[src/rtl/core/dcs_pkg.sv]
// Shared types, constants and helpers for the distance constraint solver.
// Used by every module under rtl/core; depends on nothing else.
package dcs_pkg;

  // Default fraction width of the Q format
  localparam int FracBitsDef = 16;

  // Pipeline depths of the iterative units, and the divider lane count
  localparam int SqrtSteps = 32;
  localparam int DivSteps  = 32;
  localparam int DivLanes  = 6;

  // Register field widths
  localparam int RestW  = 31;
  localparam int ElastW = 18;
  localparam int ShareW = 17;
  localparam int StepW  = 19;

  // APB address width: five word registers
  localparam int AddrW = 5;

  typedef enum logic [2:0] {
    RegRest   = 3'd0,
    RegElast  = 3'd1,
    RegShareA = 3'd2,
    RegShareB = 3'd3,
    RegStep   = 3'd4
  } dcs_reg_e;

  typedef logic signed [31:0] dcs_word_t;
  typedef dcs_word_t [2:0] dcs_vec_t;

  typedef struct packed {
    logic [RestW-1:0]  rest_distance;
    logic [ElastW-1:0] elasticity;
    logic [ShareW-1:0] share_a;
    logic [ShareW-1:0] share_b;
    logic [StepW-1:0]  step_ratio;
  } dcs_cfg_t;

  typedef struct packed {
    logic signed [31:0] pos_a_x;
    logic signed [31:0] pos_a_y;
    logic signed [31:0] pos_a_z;
    logic signed [31:0] vel_a_x;
    logic signed [31:0] vel_a_y;
    logic signed [31:0] vel_a_z;
    logic signed [31:0] pos_b_x;
    logic signed [31:0] pos_b_y;
    logic signed [31:0] pos_b_z;
    logic signed [31:0] vel_b_x;
    logic signed [31:0] vel_b_y;
    logic signed [31:0] vel_b_z;
  } dcs_in_t;

  typedef struct packed {
    logic signed [31:0] new_vel_a_x;
    logic signed [31:0] new_vel_a_y;
    logic signed [31:0] new_vel_a_z;
    logic signed [31:0] new_vel_b_x;
    logic signed [31:0] new_vel_b_y;
    logic signed [31:0] new_vel_b_z;
    logic               corrected;
  } dcs_out_t;

  // Connector and both velocities, carried beside the length computation
  typedef struct packed {
    dcs_vec_t c;
    dcs_vec_t va;
    dcs_vec_t vb;
  } dcs_side_t;

  // Saturate a wide signed value to 32 bits
  function automatic logic signed [31:0] sat32(input logic signed [63:0] v);
    logic signed [31:0] r;
    if (v > 64'sd2147483647) begin
      r = 32'sh7fffffff;
    end else if (v < -64'sd2147483648) begin
      r = 32'sh80000000;
    end else begin
      r = v[31:0];
    end
    return r;
  endfunction

endpackage

[src/rtl/core/dcs_sqrt.sv]
// Pipelined integer square root, one root bit per stage.
// Depends on dcs_pkg.
module dcs_sqrt (
  input  logic        clk_i,
  input  logic        en_i,
  input  logic [63:0] x_i,
  output logic [31:0] root_o
);
  import dcs_pkg::*;

  logic [33:0] rem_q  [SqrtSteps];
  logic [31:0] root_q [SqrtSteps];
  logic [63:0] x_q    [SqrtSteps];

  for (genvar k = 0; k < SqrtSteps; k++) begin : g_stage
    logic [33:0] rem_in;
    logic [31:0] root_in;
    logic [63:0] x_in;
    logic [35:0] shifted;
    logic [35:0] trial;
    logic        ge;

    if (k == 0) begin : g_first
      assign rem_in  = '0;
      assign root_in = '0;
      assign x_in    = x_i;
    end else begin : g_next
      assign rem_in  = rem_q[k-1];
      assign root_in = root_q[k-1];
      assign x_in    = x_q[k-1];
    end

    // bring down two bits, try subtracting 4*root+1
    assign shifted = {rem_in, x_in[63:62]};
    assign trial   = {2'b00, root_in, 2'b01};
    assign ge      = shifted >= trial;

    always_ff @(posedge clk_i) begin
      if (en_i) begin
        rem_q[k]  <= ge ? 34'(shifted - trial) : shifted[33:0];
        root_q[k] <= {root_in[30:0], ge};
        x_q[k]    <= {x_in[61:0], 2'b00};
      end
    end
  end

  assign root_o = root_q[SqrtSteps-1];

endmodule

[config.mk]
export PLATFORM = sky130hd
export DESIGN_NAME = dcs_sqrt
export DESIGN_NICKNAME = d
export VERILOG_FILES = /design/src/rtl/core/dcs_pkg.sv /design/src/rtl/core/dcs_sqrt.sv
export SDC_FILE = /design/constraint.sdc
export NUM_CORES = 2
export LEC_CHECK = 0
export BUFFER_PORTS_ARGS = -buffer_cell sky130_fd_sc_hd__buf_2
export CORE_MARGIN = 8
export CORE_UTILIZATION = 55
export DETAILED_ROUTE_END_ITERATION = 7
export GPL_TIMING_DRIVEN = 0
export PLACE_DENSITY_LB_ADDON = 0.08
export SLEW_MARGIN = 10
export SYNTH_ARGS = -nofsm -noshare
export SYNTH_HDL_FRONTEND = slang
export SYNTH_MEMORY_MAX_BITS = 65536
export SYNTH_SLANG_ARGS = --single-unit
[constraint.sdc]
create_clock -name clk_i -period 11.1 [get_ports clk_i]
set_input_delay 0.555 -clock clk_i [delete_from_list [all_inputs] [get_ports clk_i]]
set_output_delay 0.555 -clock clk_i [all_outputs]
set_load 0.02 [all_outputs]
* Word level (Yosys, flattened, before mapping)
Memories as Yosys holds them, arrays and structs flattened. Cells that the tools add are included.
Storage, ports and cells: input bits 66, ROM bits 0, flip-flop bits (word level) 0, word-level logic and storage cells 101, memories 3, bits in writable memories 4096, latch bits 0, output and inout bits 32
Cells by class: add/sub/neg operators 32, shifts and indexed selects 0, eq/ne operators 0, divide/modulo/power cells 0, multiplexer cells 34, $lt $le $gt $ge 32, bitwise gates (word level) 0, multiply operators 0, reduce and logical (&&, ||, !) cells 0
Memories:
- x_q | depth 32, width 62, read ports 31, clocked after memory_dff 0, wr ports 32, RTL line dcs_sqrt.sv:13 | logic [63:0] x_q [SqrtSteps];
- rem_q | depth 32, width 34, read ports 31, clocked after memory_dff 0, wr ports 32, RTL line dcs_sqrt.sv:11 | logic [33:0] rem_q [SqrtSteps];
- root_q | depth 32, width 32, read ports 32, clocked after memory_dff 0, wr ports 32, RTL line dcs_sqrt.sv:12 | logic [31:0] root_q [SqrtSteps];
Operator list (number):
- 36-bit by 34-bit >= comparator with 1-bit output | 31
- 34-bit 2-to-1 mux | 32
- 34-bit subtractor | 31
- 2-bit by 1-bit subtractor with 3-bit output (second input constant) | 1
- 2-bit by 1-bit >= comparator with 1-bit output (second input constant) | 1
- 1-bit 2-to-1 mux | 2

* Depth between registers and ports, before layout
An unclocked memory read counts as a cell.
word-level depth 3, gate-level depth with buffers 14, depth with buffers taken out 14

* Least setup slack after synthesis
OpenSTA, ideal clock, no wires.
kind reg-to-reg, from memory rem_q[10][20], to memory rem_q[11][23], data pin, cell stages (with the launch flop) 13, setup slack 7.467 ns, clock period less this slack 3.633 ns, buffers on the path 2, setup time 0.271 ns, data required time 10.829 ns, arrival 3.362 ns, cells stage by stage edfxtp_1 -> or4_1 -> or3_1 -> or4_1 -> or3_1 -> or3_1 -> or3_1 -> buf_6 -> nand2b_4 -> or3_2 -> buf_6 -> nor4_1 -> xor2_1
RTL lines (RTL line):
- start: declaration | dcs_sqrt.sv:11

==> out/qor.txt <==
Remaining Overflow, GRT: 0
Synthesized area: 116600 um^2
First-pass GRT wire length: 363500 um
Detailed Place HPWL: 164400 um
CP max FO: 10
CTS tree: done
Synth Area in Simple Gates: 0.09706
Power Dens Cells: 206.0 nW/um^2
Fin crit period: 6.005 ns
Largest stage delay on the critical path: 0.97 ns
Synth area leaders: edfxtp_1, ha_1, xor2_1, xnor2_1, a21oi_1
Synth cell types: 86
Worst Setup Start Kind: register
Die span in x: 476.4 um
Starting Density: 0.5514
Critical Path RT: 11.76 ns
Final setup violation count: 0
Syn_area_per_cell: 13.02 um^2
Area Overhead vs Synth: 11.84%
Slew @ Worst Pin: 1.150 ns
Number of I/O pins: 98
DP Area: 121100 um^2
Routed wire per std cell: 18.39 um
Leading post-synthesis cells by instance count: edfxtp_1, inv_1, nand2_1
Crit path kind: reg -> reg
Initial antenna violation count: 4
Finished Cell Area: 130400 um^2
Clk_lat worst skew: 0.91 ns
Root buffer cell: clkbuf_16
Fin Setup TNS: 0 ns
Synth Flop Type: edfxtp_1
Status: finished, final reports clean
Xor/xnor cell area share of the yosys netlist: 0.06370
H-tree depth: 5
Slew Limit Fails: 0
Detailed Route Iter0 Violations: 5733
Reg power frac: 0.476
Synth async-reset ratio: 0
Sequential fraction of the synthesis area: 0.6497
Synthesized net count: 9586
GRT Resource Usage Total: 0.1957
Crit. End Element: register
Core Region: 211500 um^2
DRC Markers: 0
Multiplexer share of the synthesized area: 0.008037
Multi-input combinational cell area: 37550 um^2
Adder-Cell Fraction of Synth Area: 0.06030
Vias: 69930
Comb pwr share: 0.197
Gate Count Post-Synth: 8958
Die Height: 476.4 um
FF+latch count, synth: 2523
Most frequent cell on the critical path: a21oi_1
Power Internal: 19.49 mW
DR pass1 iterations: 6
Clock share of power: 0.327
Largest net degree at the start of global routing: 178
Vias in the first global route: 67980
Critical path data arrival time: 6.67 ns
Share of post-route cells with drive strength above 1: 0.06625
Sequence of cells on the critical path: inv_1 > ha_1 > nand2b_1 > a21oi_1 > o21ai_0 > a21oi_1 > a221o_1 > a221oi_1 > o21ai_0 > a21oi_1 > clkbuf_1 > clkbuf_1 > nand2_1 > o31ai_1
CTS clk-pin slew, worst paths: 0.06 ns
Via-to-Cell Ratio: 5.622
Ys Warns: 0
Maximum clock frequency: 166.5 MHz
Compound-Gate Fraction of Synth Area: 0.09282
# fillers: 16420
Count leader, synth: edfxtp_1
Core Rows: 169
Die Footprint: 227000 um^2
Largest area contributor in the netlist: edfxtp_1
Largest family of logic cells by synthesized area: simple AND/OR/NAND/NOR gates
Hold Crit Class: in -> reg
Routability cong.: 0.9214
Worst Skew: 0.07258 ns
Reg area: 75760 um^2
Clock buffer depth: 4
Max Cap Viol: 0
Area fraction of the dominant cell type after synthesis: 0.6497
Postcts setup bufs: 0
Antenna Violating Nets Remaining: 0
Leakage: 49.86 nW
Peak supply drop: 0.1701 mV
Final hold slack: 0.3415 ns
P_sw: 7.369 mW
Post-CTS sizing: 0
Fin. Hold Viols: 0
Worst path slowest cell: a221oi_1
PortBufs: 97
Register-to-register setup slack: 5.10 ns
Final Net Count: 10050
Switching Share: 0.2744
Inserted Clock Buffers: 287
Max_slew headroom: 0.2331
Clk sinks: 2523
Post-Route WL: 228800 um
RSZ-0062 raised after global routing: no
Number of synthesized flops with an enable pin: 2523
Final worst-path cycle share: 0.5410
-- final cells by class --
class | count | area share
clock inverters | 129 | 0.008712
diodes | 2 | 0.00003838
multi-input cells | 5565 | 0.2880
flip-flops and latches | 2523 | 0.5810
clock buffers | 349 | 0.05767
repair buffers | 179 | 0.01228
inverters | 704 | 0.02026
plain buffers | 166 | 0.005056
well taps | 2821 | 0.02707
-- worst max-delay path: cells and delay by family, from the launching register on --
family | cells | cell delay [ns]
compound gates | 8 | 3.38
fa+ha+maj | 1 | 0.34
buf+inv | 3 | 1.35
flops | 1 | 0.50
simple gates | 2 | 0.24
-- cell usage in the layout, fill, tap and decap left out, types with 108 or more instances in the layout --
cell type | synthesis | layout
a21o_1 | 233 | 233
a21oi_1 | 591 | 591
clkbuf_16 | 0 | 292
xnor2_1 | 420 | 420
ha_1 | 562 | 562
inv_1 | 701 | 701
xor2_1 | 428 | 428
edfxtp_1 | 2523 | 2523
clkbuf_1 | 142 | 199
nor2_1 | 573 | 573
nand2_1 | 622 | 622
nor3_1 | 210 | 209
nand2b_1 | 108 | 108
o21ai_0 | 447 | 447
nand3_1 | 142 | 142
-- kinds of logic after synthesis --
family                     count (synthesis)
buffers and inverters                    870
xor gates and xnor gates                 848
AOI/OAI and AO/OA                       1762
DFF                                     2523
adders and majority gates                562
other                                      1
muxes                                     85
and+or+nand+nor                         2307
-- power groups by stage --
| stage | clock, mW | combinational, mW | sequential (mW) |
|---|---|---|---|
| 6_report | 8.77 | 5.29 | 12.8 |
| 2_1_floorplan | 0 | 3.93 | 12.7 |
| 4_1_cts | 9.06 | 5.25 | 12.8 |
| 3_5_place_dp | 0 | 5.19 | 13.0 |
| 5_1_grt | 9.39 | 5.93 | 12.9 |
| 3_3_place_gp | 0 | 5.09 | 13.7 |
-- registers in the layout, summed over array words and instances, names as in the netlist --
signal	flops
rem_q	1003
root_q	528
x_q	992
-- routing by layer --
| metal | global-route usage | routed length [um] |
|---|---|---|
| met2 | 0.3180 | 106800 |
| met1 | 0.2796 | 104400 |
| met5 | 0 | 0 |
| met4 | 0.05084 | 5400 |
| met3 | 0.02833 | 12270 |
-- final timing paths --
check	startpoint	endpoint	cells past startpoint
hold / removal	x_i[24]	x_q[0][24]$_DFFE_PP_	2
setup reg to reg	root_q[28][0]$_DFFE_PP_	rem_q[29][23]$_DFFE_PP_	14
setup / recovery	root_q[28][0]$_DFFE_PP_	rem_q[29][23]$_DFFE_PP_	14
hold reg to reg	x_q[17][47]$_DFFE_PP_	x_q[18][49]$_DFFE_PP_	0
-- stage by stage --
stage	util	worst slack [ns]	cells	power, mW
finish	0.6167	5.095	12440	26.86
global route	0.6167	4.906	12440	28.25
CTS	0.6167	5.361	12440	27.13
detailed placement	0.5726	5.387	11890	18.20
global placement	0.5704	-29.33	11880	18.80
floorplan	-	7.467	8958	16.60
-- what timing repair did --
action / 4_1_cts / 5_1_grt
endpoints found under the hold margin: 105 / 0
setup endpoints to repair: 0 / 0
hold buffers: 66 / 0
No activity file was read; power rests on OpenSTA's default activity.
