File: config.mk
export PLATFORM = sky130hd
export DESIGN_NAME = dcs_regs
export DESIGN_NICKNAME = d
export VERILOG_FILES = /design/src/rtl/core/dcs_pkg.sv /design/src/rtl/core/dcs_regs.sv
export SDC_FILE = /design/constraint.sdc
export NUM_CORES = 1
export LEC_CHECK = 0
export ABC_AREA = 0
export BUFFER_PORTS_ARGS = -buffer_cell sky130_fd_sc_hd__buf_2
export CELL_PAD_IN_SITES_DETAIL_PLACEMENT = 1
export CELL_PAD_IN_SITES_GLOBAL_PLACEMENT = 2
export CORE_MARGIN = 3
export CORE_UTILIZATION = 35
export DETAILED_ROUTE_END_ITERATION = 6
export PLACE_DENSITY_LB_ADDON = 0.2
export SETUP_SLACK_MARGIN = 0.15
export SYNTH_ARGS = -nofsm -noshare
export SYNTH_HDL_FRONTEND = slang
export SYNTH_SLANG_ARGS = --single-unit
File: constraint.sdc
create_clock -name clk_i -period 4.6 [get_ports clk_i]
set_clock_uncertainty 0.1 [all_clocks]
set_input_delay 0.69 -clock clk_i [delete_from_list [all_inputs] [get_ports clk_i]]
set_output_delay 0.69 -clock clk_i [all_outputs]
set_load 0.1 [all_outputs]
File: src/rtl/core/dcs_pkg.sv
// Shared types, constants and helpers for the distance constraint solver.
// Used by every module under rtl/core; depends on nothing else.
package dcs_pkg;

  // Default fraction width of the Q format
  localparam int FracBitsDef = 16;

  // Pipeline depths of the iterative units, and the divider lane count
  localparam int SqrtSteps = 32;
  localparam int DivSteps  = 32;
  localparam int DivLanes  = 6;

  // Register field widths
  localparam int RestW  = 31;
  localparam int ElastW = 18;
  localparam int ShareW = 17;
  localparam int StepW  = 19;

  // APB address width: five word registers
  localparam int AddrW = 5;

  typedef enum logic [2:0] {
    RegRest   = 3'd0,
    RegElast  = 3'd1,
    RegShareA = 3'd2,
    RegShareB = 3'd3,
    RegStep   = 3'd4
  } dcs_reg_e;

  typedef logic signed [31:0] dcs_word_t;
  typedef dcs_word_t [2:0] dcs_vec_t;

  typedef struct packed {
    logic [RestW-1:0]  rest_distance;
    logic [ElastW-1:0] elasticity;
    logic [ShareW-1:0] share_a;
    logic [ShareW-1:0] share_b;
    logic [StepW-1:0]  step_ratio;
  } dcs_cfg_t;

  typedef struct packed {
    logic signed [31:0] pos_a_x;
    logic signed [31:0] pos_a_y;
    logic signed [31:0] pos_a_z;
    logic signed [31:0] vel_a_x;
    logic signed [31:0] vel_a_y;
    logic signed [31:0] vel_a_z;
    logic signed [31:0] pos_b_x;
    logic signed [31:0] pos_b_y;
    logic signed [31:0] pos_b_z;
    logic signed [31:0] vel_b_x;
    logic signed [31:0] vel_b_y;
    logic signed [31:0] vel_b_z;
  } dcs_in_t;

  typedef struct packed {
    logic signed [31:0] new_vel_a_x;
    logic signed [31:0] new_vel_a_y;
    logic signed [31:0] new_vel_a_z;
    logic signed [31:0] new_vel_b_x;
    logic signed [31:0] new_vel_b_y;
    logic signed [31:0] new_vel_b_z;
    logic               corrected;
  } dcs_out_t;

  // Connector and both velocities, carried beside the length computation
  typedef struct packed {
    dcs_vec_t c;
    dcs_vec_t va;
    dcs_vec_t vb;
  } dcs_side_t;

  // Saturate a wide signed value to 32 bits
  function automatic logic signed [31:0] sat32(input logic signed [63:0] v);
    logic signed [31:0] r;
    if (v > 64'sd2147483647) begin
      r = 32'sh7fffffff;
    end else if (v < -64'sd2147483648) begin
      r = 32'sh80000000;
    end else begin
      r = v[31:0];
    end
    return r;
  endfunction

endpackage

File: src/rtl/core/dcs_regs.sv
// APB register file for the solver configuration.
// Depends on dcs_pkg.
module dcs_regs #(
  parameter int FRAC_BITS = dcs_pkg::FracBitsDef
) (
  input  logic                     clk_i,
  input  logic                     rst_ni,
  input  logic                     psel,
  input  logic                     penable,
  input  logic                     pwrite,
  input  logic [dcs_pkg::AddrW-1:0] paddr,
  input  logic [31:0]              pwdata,
  output logic [31:0]              prdata,
  output logic                     pready,
  output dcs_pkg::dcs_cfg_t        cfg_o
);
  import dcs_pkg::*;

  dcs_cfg_t cfg_q;
  dcs_reg_e idx;
  logic     wr;

  assign idx   = dcs_reg_e'(paddr[AddrW-1:2]);
  assign wr    = psel && penable && pwrite;
  assign pready = 1'b1;
  assign cfg_o = cfg_q;

  // register writes
  always_ff @(posedge clk_i or negedge rst_ni) begin
    if (!rst_ni) begin
      cfg_q.rest_distance <= RestW'(1) << FRAC_BITS;
      cfg_q.elasticity    <= '0;
      cfg_q.share_a       <= ShareW'(1) << (FRAC_BITS - 1);
      cfg_q.share_b       <= ShareW'(1) << (FRAC_BITS - 1);
      cfg_q.step_ratio    <= StepW'(1) << FRAC_BITS;
    end else if (wr) begin
      case (idx)
        RegRest:   cfg_q.rest_distance <= pwdata[RestW-1:0];
        RegElast:  cfg_q.elasticity    <= pwdata[ElastW-1:0];
        RegShareA: cfg_q.share_a       <= pwdata[ShareW-1:0];
        RegShareB: cfg_q.share_b       <= pwdata[ShareW-1:0];
        RegStep:   cfg_q.step_ratio    <= pwdata[StepW-1:0];
        default: ;
      endcase
    end
  end

  // read mux
  always_comb begin
    case (idx)
      RegRest:   prdata = 32'(cfg_q.rest_distance);
      RegElast:  prdata = 32'(cfg_q.elasticity);
      RegShareA: prdata = 32'(cfg_q.share_a);
      RegShareB: prdata = 32'(cfg_q.share_b);
      RegStep:   prdata = 32'(cfg_q.step_ratio);
      default:   prdata = '0;
    endcase
  end

endmodule

# == Word-level counts from Yosys, hierarchy flattened ==
# Cells that the tools add are included.
# op_classes
eq_ne,4
n_mux,1
reduce_logical,8
# ops
cell,n
$pmux W31 S5,1
$reduce_and A2 Y1,5
$eq A3 B2 Y1 const B,2
$eq A3 B1 Y1 const B,1
$eq A3 B3 Y1 const B,1
$logic_not A3 Y1,1
$logic_and A1 B1 Y1,2
# totals
regBits,102
in_bits,42
output_inout_bits,135
wordCells,18

# == Longest topological paths before layout ==
# Gate-level depths: netlist of run 1.
# logic_depth
ltp_word,3
ltp_mapped,6
ltp_nobuf,3

# == Worst setup path after synthesis of run 1 ==
# OpenSTA, ideal clock, no wires.
# synth_timing
kind,input -> output
startpoint,in paddr[2] (netlist name)
endpoint,out prdata[0]
arrival_ns,3.735
required_time_ns,3.810
path_slack_ns,0.075
stages,6
path_buffers,3
cell_sequence,buf_2 nor2b_1 clkbuf_1 buf_2 a22oi_1 o21ai_0
# synth_between
elab_chain_len,2
elab_cells_between_ends,6
classes_between,eq/ne: 4; mux: 1; reduce/logical: 1
# synth_lines
item,line_no,source
from (decl),dcs_regs.sv:11,"input logic [dcs_pkg::AddrW-1:0] paddr,"
$eq A3 B3 Y1 (tied with other cells),dcs_regs.sv:50,case (idx)
$pmux W31 S5 (*),dcs_regs.sv:50,
to (decl),dcs_regs.sv:13,"output logic [31:0] prdata,"
# Mark *: on every way between the ends. The rest lies on a longest branch, timed or not.

# == Worst setup path after layout of run 1 ==
# layout_timing
startpoint,in paddr[3] (netlist name)
endpoint,out prdata[4]
# The elaborated chain is that of the path after synthesis.

==> results of run 1 <==
power groups by stage:
| stage | combinational (uW) | clock [uW] | sequential [uW] |
|---|---|---|---|
| after CTS | 2130 | 827 | 1220 |
| after global placement | 2120 | 0 | 1220 |
| final | 2120 | 799 | 1220 |
| after detailed placement | 2130 | 0 | 1230 |
| after global routing | 2180 | 865 | 1250 |
| after floorplan | 503 | 0 | 2500 |
through the flow:
stage               utilization (%)  instances
floorplan                         -        333
global placement               43.4        664
detailed placement             43.4        664
CTS                            45.7        680
global route                   45.7        680
finish                         45.7        680
layout make-up:
type                            instances  area [sq um]
Clock buffer                           14           274
Tap cell                              176           220
Clock inverter                          2          38.8
Fill cell                            1438          7240
Sequential cell                       102          2560
Inverter                                1          3.75
Timing Repair Buffer                  181           933
Multi-Input combinational cell        204          2080
cell families after synthesis:
kind of cell | Yosys count | synth area share (%)
buf+inv | 27 | 3.93
simple gates | 29 | 4.37
flops | 102 | 53.2
compound gates | 52 | 7.65
mux | 121 | 30.7
other cells | 2 | 0.156
worst max-delay path by stage:
stage | to | cells past startpoint | slack [ns] | start
2_1_floorplan | prdata[10] | 5 | 0.28 | paddr[2]
3_3_place_gp | prdata[4] | 6 | 1.15 | paddr[3]
3_5_place_dp | prdata[4] | 6 | 1.14 | paddr[3]
4_1_cts | prdata[4] | 6 | 1.14 | paddr[3]
5_1_grt | prdata[4] | 6 | 1.04 | paddr[3]
6_report | prdata[4] | 6 | 1.18 | paddr[3]
cells in the final DEF, fill, tap and decap left out, types with 2 or more instances in the layout:
| master | count |
|---|---|
| buf_2 | 170 |
| dfstp_2 | 4 |
| dfrtp_1 | 98 |
| buf_4 | 11 |
| nand2_1 | 4 |
| mux2_4 | 30 |
| a32oi_1 | 17 |
| conb_1 | 2 |
| o21ai_0 | 7 |
| mux2_2 | 90 |
| and2_1 | 12 |
| clkbuf_16 | 9 |
| clkbuf_1 | 2 |
| nor3_1 | 2 |
| nor3_4 | 2 |
| nor2_2 | 2 |
| nor2b_2 | 3 |
| a22oi_1 | 16 |
| o21ai_1 | 10 |
| clkbuf_8 | 3 |
metal layers:
layer | vias to the layer above | GRT usage (%) | share of wire, %
met5 | - | 0 | 0
met4 | 0 | 4.15 | 0.89
met3 | 9 | 6.45 | 7.2
met2 | 113 | 32.0 | 48
met1 | 1768 | 25.5 | 44
li1 | 1563 | - | -
==> flow_metrics.tcl, run 1 <==
set metrics [dict create \
    status "completed" \
    final_hold_viol_count 0 \
    min_path_type "input pin to asynchronous set/reset pin" \
    min_period_ns 3.42 \
    track_usage_pct 19.6 \
    cts_setup_buffers 0 \
    irDropWorstVdd_mv 0.352 \
    reg2reg_depth 1 \
    layout.nets 541 \
    required_ns 3.81 \
    r2r-end "cfg_o[36]" \
    avgViaCountPerCell 5.08 \
    io_pins 177 \
    cp_num_buf_inv 3 \
    synth-edff-count 0 \
    cts_sinks 102 \
    pwr-share-seq_pct 29.5 \
    power_frac_clock_pct 19.3 \
    via_count 3453 \
    dpl-instance-area_sq_um 5790 \
    endpoint_kind "output pin" \
    grt_pass1_wl_um 22000 \
    final_antenna_net_count 0 \
    yosys-top-cells-area "dfrtp_1 51%, mux2_2 21%, mux2_4 9.4%, a32oi_1 3.1%, a22oi_1 2.5%" \
    crit_family "buffers and inverters" \
    yosysSeqAreaShare_pct 53.2 \
    grt_overflow 0 \
    synth_common_cells "98 x dfrtp_1, 90 x mux2_2, 30 x mux2_4, 17 x a32oi_1, 17 x o21ai_0" \
    fin_crit_sh_pct 74.4 \
    die_h_um 123 \
    rsz0062_at_grt "false" \
    synth_ff_type "dfrtp_1" \
    power.density_nw_per_um2 677 \
    cts_buffer_depth 2 \
    pre_cts_slack_ns 1.14 \
    synth-async-reset-ratio_pct 100 \
    gp_congestion 0.755 \
    power_switching_uw 2230 \
    setup_slack_ns 1.18 \
    p_int_uw 1900 \
    finalSetupViolations 0 \
    drv_cap 0 \
    fp.coreArea_sq_um 13300 \
    tns_ns 0 \
    wl_per_cell_um 21.5 \
    synth_nets 375 \
    h-tree-depth 3 \
    swShare_pct 53.9 \
    largest_reg_flops 102 \
    synth_cell_types 30 \
    slew_viol_final 0 \
    first_pass_iters 4 \
    worstPathArrival_ns 2.63 \
    grt_pass1_vias 3652 \
    critical_path_class "input pin to output pin" \
    die_area_sq_um 15200 \
    insertion_delay_ns 0.35 \
    clock-root-buffer "clkbuf_16" \
    timing.fmax_mhz 292 \
    cpMostUsedCell "buf_2" \
    start_util_pct 36.0 \
    tritoncts "built" \
    die_x_um 123 \
    path_cells "buf_2, nor2b_2, buf_4, a32oi_1, o21ai_1, buf_2" \
    antenna_found_initial 0 \
    synth_area_leader_cell "dfrtp_1" \
    synth_area_sq_um 4810 \
    wirelength_um 14700 \
    yosysTopAreaCellShare_pct 51.0 \
    grt_max_degree 76 \
    drive_gt1_share_pct 65.5 \
    fin_area_sq_um 6100 \
    ys_ff_latch 102 \
    drc 0 \
    hold_buffers 0 \
    power_leakage_uw 0.00314 \
    synth.most_common_cell "dfrtp_1" \
    worst_slew_pin_slew_ns 1.19 \
    hold_ws_ns 0.396 \
    area_growth_pct 27.0 \
    cpPeakStageDelay_ns 0.59 \
    dpl.hpwl_um 9750 \
    rows 42 \
    slowest_stage "nor2b_2" \
    port_buffers 171 \
    critPathLaunchType "input pin" \
    synth.avg_cell_area_sq_um 14.4 \
    clkTransAtPathRegs_ns 0.06 \
    post_cts_resized 0 \
    power.total_uw 4130 \
    slew_headroom_pct 20.6 \
    synth_warnings 0 \
    cp_max_fo 17 \
    share_comb_of_total_power_pct 51.2 \
    drt_iter0_drc 147 \
    cts_buffers 9 \
    rrSetupSlack_ns 3.68 \
    insertedDiodeCount 0 \
    synthCells 333 \
    reg2reg_from "cfg_o[36]" \
]
Power figures use the tool's default switching activity.
==> run 2: changes to the inputs <==
--- a/config.mk
+++ b/config.mk
@@ -10,7 +10,7 @@
 export CELL_PAD_IN_SITES_DETAIL_PLACEMENT = 1
 export CELL_PAD_IN_SITES_GLOBAL_PLACEMENT = 2
 export CORE_MARGIN = 3
-export CORE_UTILIZATION = 35
+export CORE_UTILIZATION = 29
 export DETAILED_ROUTE_END_ITERATION = 6
 export PLACE_DENSITY_LB_ADDON = 0.2
 export SETUP_SLACK_MARGIN = 0.15
==> constraint.sdc (replaced) <==
create_clock -name clk_i -period 2.75 [get_ports clk_i]
set_clock_uncertainty 0.1 [all_clocks]
set_input_delay 0.4125 -clock clk_i [delete_from_list [all_inputs] [get_ports clk_i]]
set_output_delay 0.4125 -clock clk_i [all_outputs]
set_load 0.1 [all_outputs]
==> flow_metrics.tcl, run 2 (same netlist as run 1, synthesis figures left out) <==
set metrics [dict create \
    insertion_delay_ns 0.34 \
    via_count 3592 \
    layout.nets 554 \
    dpl.hpwl_um 11000 \
    timing.fmax_mhz 416 \
    tritoncts "built" \
    final_cell_mix "140 x buf_2, 98 x dfrtp_1, 90 x mux2_2" \
    grt_pass1_wl_um 24200 \
    final_hold_viol_count 0 \
    gp_congestion 0.746 \
    area_growth_pct 43.9 \
    insertedDiodeCount 0 \
    min_path_type "input pin to flip-flop" \
    io_pins 177 \
    layout_commonest_cell "buf_2" \
    worstPathArrival_ns 1.89 \
    dp.cells 716 \
    endpoint "prdata[6]" \
    cts_buffers 9 \
    finalSetupViolations 0 \
    fin_area_sq_um 6910 \
    die_area_sq_um 18200 \
    drt_iter0_drc 152 \
    finalNonFillerCells 733 \
    cp_max_fo 16 \
    status "completed" \
    regArea_sq_um 2560 \
    die_h_um 135 \
    track_usage_pct 17.5 \
    critical_path_class "input pin to output pin" \
    grt_max_degree 69 \
    rsz0062_at_grt "false" \
    power.density_nw_per_um2 1050 \
    clock-root-buffer "clkbuf_16" \
    reg2reg_from "cfg_o[44]" \
    rows 46 \
    min_period_ns 2.40 \
    pre_cts_slack_ns 0.171 \
    antenna_found_initial 0 \
    required_ns 2.24 \
    port_buffers 171 \
    cts_setup_buffers 0 \
    multiInputGateArea_sq_um 2240 \
    final_antenna_net_count 0 \
    fillers 1685 \
    cts_sinks 102 \
    wl_per_cell_um 21.5 \
    worst_slew_pin_slew_ns 0.620 \
    r2r-end "cfg_o[44]" \
    slew_viol_final 0 \
    avgViaCountPerCell 4.90 \
    cts_buffer_depth 2 \
    clkTransAtPathRegs_ns 0.07 \
    power_leakage_uw 0.00337 \
    h-tree-depth 3 \
    fin_crit_sh_pct 87.4 \
    critPathLaunchType "input pin" \
    die_x_um 135 \
    wirelength_um 15700 \
    postLayoutCoreUtil_pct 43.1 \
    setup_slack_ns 0.345 \
    largest_reg_flops 102 \
    first_pass_iters 4 \
    slew_headroom_pct 58.6 \
    dpl-instance-area_sq_um 6570 \
    irDropWorstVdd_mv 0.424 \
    drv_cap 0 \
    fp.coreArea_sq_um 16100 \
    drc 0 \
    endpoint_kind "output pin" \
    start_util_pct 29.9 \
    crit_path_start "paddr[2]" \
    tns_ns 0 \
    drive_gt1_share_pct 70.0 \
    rrSetupSlack_ns 1.84 \
    grt_overflow 0 \
    reg2reg_depth 1 \
    grt_pass1_vias 3918 \
]
[run 2: how the worst min path moves through the flow]
stage | cells after the start | slack [ns] | startpoint | endpoint
2_1_floorplan | 0 | 0.02 | rst_ni | cfg_o[0]
3_3_place_gp | 1 | 0.30 | rst_ni | cfg_o[95]
3_5_place_dp | 1 | 0.31 | rst_ni | cfg_o[93]
4_1_cts | 2 | 0.18 | pwdata[20] | cfg_o[91]
5_1_grt | 2 | 0.18 | pwdata[20] | cfg_o[91]
6_report | 2 | 0.19 | pwdata[20] | cfg_o[91]
[run 2: power by group]
| group | switching, uW | leakage [uW] | internal [uW] |
|---|---|---|---|
| clock network | 586 | 0.000160 | 827 |
| logic | 3020 | 0.00191 | 775 |
| registers | 231 | 0.00129 | 1800 |
[run 2: layer usage]
metal	vias up	share of wire, %	track usage, %
met4	0	1.2	4.98
met3	11	5.4	4.10
li1	1595	-	-
met5	-	0	0
met2	110	48	27.9
met1	1876	46	24.0
[run 2: what timing repair did]
item,CTS,global route
hold buffers,1,0
setup endpoints to repair,0,1
hold endpoints to repair,34,0
gates resized for setup,0,1
[run 2: worst max-delay path, stage by stage]
cell and delay [ns]:
buf_2 0.29, buf_12 0.22, mux2_2 0.35, a32oi_1 0.30
o21ai_4 0.12, buf_12 0.18
[run 2: final cells by class]
cell class	instances	area share [%]
inverter	1	0.0543
multi-input combinational	204	32.3
clock buffer	11	3.51
timing repair buffer	194	22.0
sequential	102	37.0
tap	216	3.91
clock inverter	5	1.19
[run 2: through the flow]
stage | hold WS, ns | power, uW
3_3_place_gp | 0.300 | 5840
2_1_floorplan | 0.0169 | 5070
3_5_place_dp | 0.310 | 5880
4_1_cts | 0.178 | 7320
5_1_grt | 0.183 | 7510
6_report | 0.194 | 7250
